--- config.mk ---
export PLATFORM = sky130hd
export DESIGN_NAME = deque_with_key_update_flat
export DESIGN_NICKNAME = d
export VERILOG_FILES = /design/src/rtl/core/dqku_pkg.sv /design/src/rtl/core/dqku_if.sv /design/src/rtl/core/deque_with_key_update.sv /design/src/flat_wrapper.sv
export SDC_FILE = /design/constraint.sdc
export NUM_CORES = 1
export LEC_CHECK = 0
export ABC_CLOCK_PERIOD_IN_PS = 6400
export BUFFER_PORTS_ARGS = -buffer_cell sky130_fd_sc_hd__buf_2
export CAP_MARGIN = 20
export CORE_UTILIZATION = 43
export DETAILED_ROUTE_END_ITERATION = 16
export SLEW_MARGIN = 30
export SYNTH_ARGS = -nofsm -noshare
export SYNTH_HDL_FRONTEND = slang
export SYNTH_SLANG_ARGS = --single-unit
export TNS_END_PERCENT = 30
--- constraint.sdc ---
create_clock -name clk -period 6.4 [get_ports clk]
set_clock_uncertainty 0.1 [all_clocks]
set_input_delay 0.96 -clock clk [delete_from_list [all_inputs] [get_ports clk]]
set_output_delay 0.96 -clock clk [all_outputs]
set_load 0.05 [all_outputs]
--- src/rtl/core/dqku_pkg.sv ---
// Package for the double-ended store with key update.
// Sizes, action and status codes and sequencer states; no dependencies.
package dqku_pkg;

    localparam int DEPTH  = 16;
    localparam int DATA_W = 32;
    localparam int SLOT_W = (DEPTH > 1) ? $clog2(DEPTH) : 1;
    localparam int CNT_W  = $clog2(DEPTH + 1);
    localparam int SUM_W  = SLOT_W + 1;

    typedef enum logic [2:0] {
        ACT_PUSH_HEAD = 3'd0,
        ACT_POP_HEAD  = 3'd1,
        ACT_POP_TAIL  = 3'd2,
        ACT_LIST_HEAD = 3'd3,
        ACT_LIST_TAIL = 3'd4,
        ACT_MODIFY    = 3'd5
    } action_t;

    typedef enum logic [1:0] {
        ST_OK        = 2'd0,
        ST_EMPTY     = 2'd1,
        ST_FULL      = 2'd2,
        ST_NOT_FOUND = 2'd3
    } status_t;

    typedef enum logic [1:0] {
        S_IDLE  = 2'd0,
        S_FETCH = 2'd1,
        S_EVAL  = 2'd2,
        S_SEND  = 2'd3
    } state_t;

endpackage

--- src/rtl/core/dqku_if.sv ---
// Handshake channels of the double-ended store: command words in, result words out.
// Depends on dqku_pkg for field widths.
interface dqku_cmd_if;
    logic                                valid;
    logic                                ready;
    logic [2:0]                          action;
    logic signed [dqku_pkg::DATA_W-1:0]  item_code;
    logic [dqku_pkg::DATA_W-1:0]         item_name;
    logic signed [dqku_pkg::DATA_W-1:0]  new_code;
    logic [dqku_pkg::DATA_W-1:0]         new_name;

    modport source (output valid, action, item_code, item_name, new_code, new_name,
                    input ready);
    modport sink   (input valid, action, item_code, item_name, new_code, new_name,
                    output ready);
endinterface

interface dqku_res_if;
    logic                                valid;
    logic                                ready;
    logic [1:0]                          status;
    logic signed [dqku_pkg::DATA_W-1:0]  out_code;
    logic [dqku_pkg::DATA_W-1:0]         out_name;
    logic                                last;

    modport source (output valid, status, out_code, out_name, last, input ready);
    modport sink   (input valid, status, out_code, out_name, last, output ready);
endinterface

--- src/rtl/core/deque_with_key_update.sv ---
// Top level of the bounded double-ended store of (code, name tag) entries.
// Depends on dqku_pkg and the channel interfaces in dqku_if.sv.
//
// Usage
//   cmd : command words (action, item_code, item_name, new_code, new_name).
//         Taken at an edge with cmd.valid and cmd.ready high. ready is high
//         only while the sequencer is idle: one command is worked at a time.
//   res : result words (status, out_code, out_name, last). last marks the
//         final word of a command. Unused action codes give no word at all.
// Sequencing
//   push, push when full, any action on an empty store: result word valid
//   the cycle after acceptance.
//   pop head / pop tail: the entry is fetched, evaluated, then sent.
//   list: fetch, evaluate and send for each listed entry in turn.
//   modify: fetch and evaluate for each compared entry, then the result word.
//   The sequence is set by the single registered read port of the entry
//   store; every entry visited passes through a fetch and an evaluate state.
// Reset clears head pointer, fill count and sequencer; the store itself is
// not cleared, only occupied slots are ever read.
// A stalled receiver holds the result register; the walk resumes when the
// word is taken and no command is taken meanwhile.
module deque_with_key_update (
    input  logic          clk,
    input  logic          rst_n,
    dqku_cmd_if.sink      cmd,
    dqku_res_if.source    res
);

    localparam logic [dqku_pkg::SUM_W-1:0]  DEPTH_S = dqku_pkg::SUM_W'(dqku_pkg::DEPTH);
    localparam logic [dqku_pkg::CNT_W-1:0]  DEPTH_C = dqku_pkg::CNT_W'(dqku_pkg::DEPTH);
    localparam logic [dqku_pkg::SLOT_W-1:0] SLOT_MAX = dqku_pkg::SLOT_W'(dqku_pkg::DEPTH - 1);

    // entry store, one write and one registered read port
    logic [dqku_pkg::DATA_W-1:0] code_mem [dqku_pkg::DEPTH];
    logic [dqku_pkg::DATA_W-1:0] name_mem [dqku_pkg::DEPTH];

    dqku_pkg::state_t            state_reg, state_next;
    logic [2:0]                  act_reg, act_next;
    logic [dqku_pkg::DATA_W-1:0] icode_reg, icode_next;
    logic [dqku_pkg::DATA_W-1:0] ncode_reg, ncode_next;
    logic [dqku_pkg::DATA_W-1:0] nname_reg, nname_next;
    logic [dqku_pkg::SLOT_W-1:0] head_reg, head_next;
    logic [dqku_pkg::CNT_W-1:0]  count_reg, count_next;
    logic [dqku_pkg::SLOT_W-1:0] idx_reg, idx_next;
    logic [dqku_pkg::SLOT_W-1:0] addr_reg;
    logic [dqku_pkg::DATA_W-1:0] rd_code_reg, rd_name_reg;
    logic [1:0]                  ostat_reg, ostat_next;
    logic [dqku_pkg::DATA_W-1:0] ocode_reg, ocode_next;
    logic [dqku_pkg::DATA_W-1:0] oname_reg, oname_next;
    logic                        olast_reg, olast_next;

    logic                        rd_en;
    logic                        mem_we;
    logic [dqku_pkg::SLOT_W-1:0] mem_waddr;
    logic [dqku_pkg::DATA_W-1:0] mem_wcode, mem_wname;

    logic [dqku_pkg::CNT_W-1:0]  offset;
    logic [dqku_pkg::SUM_W-1:0]  slot_sum;
    logic [dqku_pkg::SLOT_W-1:0] slot;
    logic [dqku_pkg::SLOT_W-1:0] head_dec, head_inc;
    logic                        walk_last;
    logic                        cmd_take;

    // ready straight from the state register, no path back from valid
    assign cmd.ready = (state_reg == dqku_pkg::S_IDLE);
    assign cmd_take  = cmd.valid && cmd.ready;

    // shared address unit: head + offset, folded once modulo DEPTH
    always_comb
    begin
        unique case (act_reg)
            dqku_pkg::ACT_POP_HEAD:  offset = '0;
            dqku_pkg::ACT_POP_TAIL:  offset = count_reg - dqku_pkg::CNT_W'(1);
            dqku_pkg::ACT_LIST_TAIL: offset = count_reg - dqku_pkg::CNT_W'(1)
                                              - dqku_pkg::CNT_W'(idx_reg);
            default:                 offset = dqku_pkg::CNT_W'(idx_reg);
        endcase
        slot_sum = dqku_pkg::SUM_W'(head_reg) + dqku_pkg::SUM_W'(offset[dqku_pkg::SLOT_W-1:0]);
        if (slot_sum >= DEPTH_S)
        begin
            slot_sum = slot_sum - DEPTH_S;
        end
        slot = slot_sum[dqku_pkg::SLOT_W-1:0];
    end

    assign head_dec  = (head_reg == '0) ? SLOT_MAX : head_reg - dqku_pkg::SLOT_W'(1);
    assign head_inc  = (head_reg == SLOT_MAX) ? '0 : head_reg + dqku_pkg::SLOT_W'(1);
    assign walk_last = (dqku_pkg::CNT_W'(idx_reg) + dqku_pkg::CNT_W'(1)) == count_reg;

    // sequencer
    always_comb
    begin
        state_next = state_reg;
        act_next   = act_reg;
        icode_next = icode_reg;
        ncode_next = ncode_reg;
        nname_next = nname_reg;
        head_next  = head_reg;
        count_next = count_reg;
        idx_next   = idx_reg;
        ostat_next = ostat_reg;
        ocode_next = ocode_reg;
        oname_next = oname_reg;
        olast_next = olast_reg;
        rd_en      = 1'b0;
        mem_we     = 1'b0;
        mem_waddr  = head_dec;
        mem_wcode  = cmd.item_code;
        mem_wname  = cmd.item_name;

        unique case (state_reg)
            dqku_pkg::S_IDLE:
            begin
                if (cmd_take)
                begin
                    act_next   = cmd.action;
                    icode_next = cmd.item_code;
                    ncode_next = cmd.new_code;
                    nname_next = cmd.new_name;
                    idx_next   = '0;
                    ocode_next = '0;
                    oname_next = '0;
                    olast_next = 1'b1;
                    if (cmd.action > dqku_pkg::ACT_MODIFY)
                    begin
                        state_next = dqku_pkg::S_IDLE;   // unused code, dropped
                    end
                    else if (cmd.action == dqku_pkg::ACT_PUSH_HEAD)
                    begin
                        state_next = dqku_pkg::S_SEND;
                        if (count_reg >= DEPTH_C)
                        begin
                            ostat_next = dqku_pkg::ST_FULL;
                        end
                        else
                        begin
                            ostat_next = dqku_pkg::ST_OK;
                            mem_we     = 1'b1;
                            head_next  = head_dec;
                            count_next = count_reg + dqku_pkg::CNT_W'(1);
                        end
                    end
                    else if (count_reg == '0)
                    begin
                        ostat_next = dqku_pkg::ST_EMPTY;
                        state_next = dqku_pkg::S_SEND;
                    end
                    else
                    begin
                        state_next = dqku_pkg::S_FETCH;
                    end
                end
            end
            dqku_pkg::S_FETCH:
            begin
                rd_en      = 1'b1;
                state_next = dqku_pkg::S_EVAL;
            end
            dqku_pkg::S_EVAL:
            begin
                ostat_next = dqku_pkg::ST_OK;
                ocode_next = rd_code_reg;
                oname_next = rd_name_reg;
                olast_next = 1'b1;
                state_next = dqku_pkg::S_SEND;
                priority if (act_reg == dqku_pkg::ACT_POP_HEAD)
                begin
                    head_next  = head_inc;
                    count_next = count_reg - dqku_pkg::CNT_W'(1);
                end
                else if (act_reg == dqku_pkg::ACT_POP_TAIL)
                begin
                    count_next = count_reg - dqku_pkg::CNT_W'(1);
                end
                else if (act_reg == dqku_pkg::ACT_MODIFY)
                begin
                    if (rd_code_reg == icode_reg)
                    begin
                        mem_we    = 1'b1;
                        mem_waddr = addr_reg;
                        mem_wcode = ncode_reg;
                        mem_wname = nname_reg;
                    end
                    else if (walk_last)
                    begin
                        ostat_next = dqku_pkg::ST_NOT_FOUND;
                        ocode_next = '0;
                        oname_next = '0;
                    end
                    else
                    begin
                        idx_next   = idx_reg + dqku_pkg::SLOT_W'(1);
                        state_next = dqku_pkg::S_FETCH;
                    end
                end
                else
                begin
                    olast_next = walk_last;
                end
            end
            dqku_pkg::S_SEND:
            begin
                if (res.ready)
                begin
                    if (olast_reg)
                    begin
                        state_next = dqku_pkg::S_IDLE;
                    end
                    else
                    begin
                        idx_next   = idx_reg + dqku_pkg::SLOT_W'(1);
                        state_next = dqku_pkg::S_FETCH;
                    end
                end
            end
            default:
            begin
                state_next = dqku_pkg::S_IDLE;
            end
        endcase
    end

    always_ff @(posedge clk or negedge rst_n)
    begin
        if (!rst_n)
        begin
            state_reg <= dqku_pkg::S_IDLE;
            head_reg  <= '0;
            count_reg <= '0;
            idx_reg   <= '0;
        end
        else
        begin
            state_reg <= state_next;
            head_reg  <= head_next;
            count_reg <= count_next;
            idx_reg   <= idx_next;
        end
    end

    // payload registers, no reset needed
    always_ff @(posedge clk)
    begin
        act_reg   <= act_next;
        icode_reg <= icode_next;
        ncode_reg <= ncode_next;
        nname_reg <= nname_next;
        ostat_reg <= ostat_next;
        ocode_reg <= ocode_next;
        oname_reg <= oname_next;
        olast_reg <= olast_next;
    end

    // entry store
    always_ff @(posedge clk)
    begin
        if (mem_we)
        begin
            code_mem[mem_waddr] <= mem_wcode;
            name_mem[mem_waddr] <= mem_wname;
        end
        if (rd_en)
        begin
            addr_reg    <= slot;
            rd_code_reg <= code_mem[slot];
            rd_name_reg <= name_mem[slot];
        end
    end

    assign res.valid    = (state_reg == dqku_pkg::S_SEND);
    assign res.status   = ostat_reg;
    assign res.out_code = ocode_reg;
    assign res.out_name = oname_reg;
    assign res.last     = olast_reg;

    // checks
    a_no_overlap: assert property (@(posedge clk) disable iff (!rst_n)
        res.valid |-> !cmd.ready)
        else $error("command taken while a result word is pending");

    a_walk_nonempty: assert property (@(posedge clk) disable iff (!rst_n)
        (state_reg == dqku_pkg::S_FETCH) |-> (count_reg != '0))
        else $error("store walk started on an empty store");

    a_count_bound: assert property (@(posedge clk) disable iff (!rst_n)
        (count_reg <= DEPTH_C) && (head_reg <= SLOT_MAX))
        else $error("fill count or head pointer out of range");

    a_push_grows: assert property (@(posedge clk) disable iff (!rst_n)
        (cmd_take && (cmd.action == dqku_pkg::ACT_PUSH_HEAD) && (count_reg < DEPTH_C))
        |=> (count_reg == $past(count_reg) + dqku_pkg::CNT_W'(1)))
        else $error("accepted push did not grow the fill count");

    a_walk_index: assert property (@(posedge clk) disable iff (!rst_n)
        (state_reg == dqku_pkg::S_FETCH) |-> (dqku_pkg::CNT_W'(idx_reg) < count_reg))
        else $error("walk index beyond stored entries");

endmodule

--- src/flat_wrapper.sv ---
// flat-port wrapper written by rule: the top's interface ports become plain ports
module deque_with_key_update_flat 
  (clk, rst_n, cmd_valid, cmd_action, cmd_item_code, cmd_item_name, cmd_new_code, cmd_new_name, cmd_ready, res_valid, res_status, res_out_code, res_out_name, res_last, res_ready);
  dqku_cmd_if cmd_i ();
  dqku_res_if res_i ();
  input  logic clk;
  input  logic rst_n;
  input wire logic [$bits(cmd_i.valid)-1:0] cmd_valid;
  input wire logic [$bits(cmd_i.action)-1:0] cmd_action;
  input wire logic [$bits(cmd_i.item_code)-1:0] cmd_item_code;
  input wire logic [$bits(cmd_i.item_name)-1:0] cmd_item_name;
  input wire logic [$bits(cmd_i.new_code)-1:0] cmd_new_code;
  input wire logic [$bits(cmd_i.new_name)-1:0] cmd_new_name;
  output wire logic [$bits(cmd_i.ready)-1:0] cmd_ready;
  output wire logic [$bits(res_i.valid)-1:0] res_valid;
  output wire logic [$bits(res_i.status)-1:0] res_status;
  output wire logic [$bits(res_i.out_code)-1:0] res_out_code;
  output wire logic [$bits(res_i.out_name)-1:0] res_out_name;
  output wire logic [$bits(res_i.last)-1:0] res_last;
  input wire logic [$bits(res_i.ready)-1:0] res_ready;
  assign cmd_i.valid = cmd_valid;
  assign cmd_i.action = cmd_action;
  assign cmd_i.item_code = cmd_item_code;
  assign cmd_i.item_name = cmd_item_name;
  assign cmd_i.new_code = cmd_new_code;
  assign cmd_i.new_name = cmd_new_name;
  assign cmd_ready = cmd_i.ready;
  assign res_valid = res_i.valid;
  assign res_status = res_i.status;
  assign res_out_code = res_i.out_code;
  assign res_out_name = res_i.out_name;
  assign res_last = res_i.last;
  assign res_i.ready = res_ready;
  deque_with_key_update u_core (.clk(clk), .rst_n(rst_n), .cmd(cmd_i), .res(res_i));
endmodule
==> flow_summary.ini <==
[setup_path]
r2r-start = u_core.rd_code_reg[22]$_DFFE_PP_
setup.reg_to_reg.worst_slack_ps = 1090
timing.critical_path.fanout_max = 30
arrival_ps = 5580
regToRegEndpoint = u_core.name_mem[12][23]$_DFFE_PP_
reg2reg_depth = 7
worst_setup_path_end_kind = register
timing.critical_path.from_type = register
worst_ep_required_time_ps = 6670
timing_worst_setup_path_type = reg2reg

[power_and_ir_drop]
power.leakage_nw = 18.8
power.net_switching_mw = 11.1
internal_power_mw = 20.7
p_clk_share_pct = 23.5
power_frac_seq_pct = 33.7
comb_power_share_pct = 42.8
worst_ir_drop_vdd_mv = 0.823
pwr_density_cell_nw_per_um2 = 559
p_sw_share_pct = 34.8

[die]
io_pins = 204
core_area_um2 = 113000
floorplan.initialDensity_pct = 43.6
chipWidth_um = 340
design.die.area_um2 = 116000
die_height_um = 340
core.rowCount = 123

[global_routing]
grt_first_pass_wirelength_um = 167000
total_overflow_reported_by_the_global_router = 0
globalRouteTotalUtil_pct = 20.0
grt_antenna_before_repair = 6
grt_max_degree = 61
number_of_global_route_vias_before_repair = 24400

[final_layout]
nFillCells = 8956
num-nets-final = 2687
syn_to_final_growth_pct = 15.6
layout.cells.non_filler = 4144
stdcell_area_um2 = 57000
largestRegisters = u_core.code_mem (512), u_core.name_mem (512)
layout-drive-gt1-share_pct = 27.9

[synthesis]
average_size_of_a_mapped_cell_um2 = 22.0
synth-async-reset-ratio_pct = 1.18
sequential_to_total_area_share_from_yosys_stat_pct = 77.4
netlist_area_um2 = 49300
netlist.top_cell.by_area = edfxtp_1
synth_top_flop_cell = edfxtp_1
syn_nets = 2386
post_synth_most_frequent_cells = edfxtp_1 (1258), mux4_2 (256), mux2i_1 (193), and2_1 (67), mux2_1 (64)
synth_top_area_share_pct = 76.7
ys_seq_elements = 1273
synth.yosys.warnings = 0
yosysUniqueCellTypes = 60
synth_enable_flop_cells = 1258
netlist_top_cells_area = edfxtp_1 (77%), mux4_2 (12%), mux2i_1 (3.9%)
yosysMostFrequentCell = edfxtp_1
synth_instances = 2236

[routing]
routed_via_density = 5.61
antenna_violating_nets_remaining = 0
wl_um = 114000
drt_drc_violations_left = 0
drt-initial-drc-count = 2194
count_of_tritonroute_iterations_in_the_first_routing_pass = 5
met3WireLength_um = 6880
detailroute.via_count = 23200
avgRoutedWirePerCell_um = 27.6
maxUsedRoutingLayer = met4
met1Wirelength_um = 49600
met2RoutedLength_um = 54800

[sta]
timing.fmax_mhz = 188
fin_crit_sh_pct = 83.0
worst_slew_pin_slew_ps = 1010
setup_viol = 0
rsz0062_at_grt = no
post-route-min-period_ps = 5310
finalHoldWorstSlack_ps = 68.7
final_critical_path_setup_slack_ps = 1090
timing_hold_violations_final = 0
finalMaxSlewViolations = 0
timing.max_slew.rel_slack_pct = 32.8

[clocking]
worstSkewPairLatency_ps = 730
buffer_type_at_the_clock_tree_root = clkbuf_16
post_cts_hold_buffer_count = 0
number_of_clock_buffers_inserted_by_tritoncts = 135
clock_path_buffers = 3
cts.repair_timing.setup_buffer_count = 0
clock_tree.htree_level_count = 4
tritoncts_num_sinks = 1273
clk_pin_slew_ps = 60
post_cts_resize_count = 0
tritoncts = built

[placement]
placed_cell_area_um2 = 52700
post-place-ws_ps = 1020
numPortBuffers = 203
dp_cells = 3900
detailed_place_hpwl_um = 65300
gp_congestion = 0.798

[outcome]
run_status = finished, final reports clean

[flow_run]
maxCapViolCount = 0

[min_path]
worst_hold_path_type = in2async
-- cell usage in the layout, fill, tap and decap left out, types with 23 or more instances in the layout --
cell	instances
mux2_1	64
inv_1	23
buf_12	24
clkinv_2	23
xnor2_1	43
clkinv_1	31
and2_1	67
mux2i_1	193
buf_2	203
mux4_2	256
clkbuf_1	25
buf_4	37
clkbuf_16	138
nand2_1	34
edfxtp_1	1258
-- critical path, stage by stage (launching register included) --
cell and delay, ps:
edfxtp_1 450, xnor2_1 590, nand4_1 380, nor4_1 760
nand3_4 710, or3_1 740, a21oi_4 710, buf_4 490
-- power by group through the flow --
stage          logic (mW)  registers (mW)  clock network [mW]
2_1_floorplan        9.38            11.4                   0
3_3_place_gp         13.7            10.9                   0
3_5_place_dp         13.9            10.9                   0
4_1_cts              13.9            10.7                7.63
5_1_grt              14.6            10.8                7.95
6_report             13.6            10.7                7.47
-- cells by family (layout without fill, tap and decap cells) --
kind of cell	Yosys count	after routing	synth area share, %
AO/OA/AOI/OAI	84	84	1.08
XOR/XNOR	49	49	0.871
adder cells (fa/ha/maj)	15	15	0.411
buffers and inverters	127	532	1.14
flip-flops	1273	1273	77.4
multiplexers	515	515	17.1
other	0	3	0
AND/OR/NAND/NOR	173	173	1.92
-- routing by layer --
layer	global-route usage (%)	vias up
met1	28.1	12500
met3	3.91	163
li1	-	9857
met2	31.5	758
met5	0	-
met4	6.32	0
-- area by class of cell --
class                   count  area [um^2]  area share (%)
multi-input cells         836        10800            19.0
clock inverters            77          647            1.14
clock buffers             164         3560            6.25
diodes                      3         7.51          0.0132
well taps                1500         1880            3.29
inverters                  25         98.8           0.174
repair buffers            266         1810            3.18
flip-flops and latches   1273        38200            67.0
-- stage by stage --
stage / TNS [ps] / total power [mW] / util, %
floorplan: -288340 / 20.8 / -
global placement: 0 / 24.6 / 46.7
detailed placement: 0 / 24.8 / 46.7
CTS: 0 / 32.3 / 50.4
global route: 0 / 33.3 / 50.4
finish: 0 / 31.8 / 50.4
-- worst max path at each step --
stage               cells past startpoint                              from  slack, ps                                end
floorplan                               6                         cmd_valid       -560   u_core.code_mem[10][0]$_DFFE_PP_
global placement                        7  u_core.rd_code_reg[22]$_DFFE_PP_       1130  u_core.code_mem[13][10]$_DFFE_PP_
detailed placement                      7  u_core.rd_code_reg[22]$_DFFE_PP_       1020    u_core.name_mem[1][6]$_DFFE_PP_
CTS                                     7  u_core.rd_code_reg[22]$_DFFE_PP_        970    u_core.name_mem[1][6]$_DFFE_PP_
global route                            7  u_core.rd_code_reg[22]$_DFFE_PP_        920  u_core.code_mem[12][11]$_DFFE_PP_
finish                                  7  u_core.rd_code_reg[22]$_DFFE_PP_       1090  u_core.name_mem[12][23]$_DFFE_PP_
Note: power is estimated with default switching activity, not from simulation.
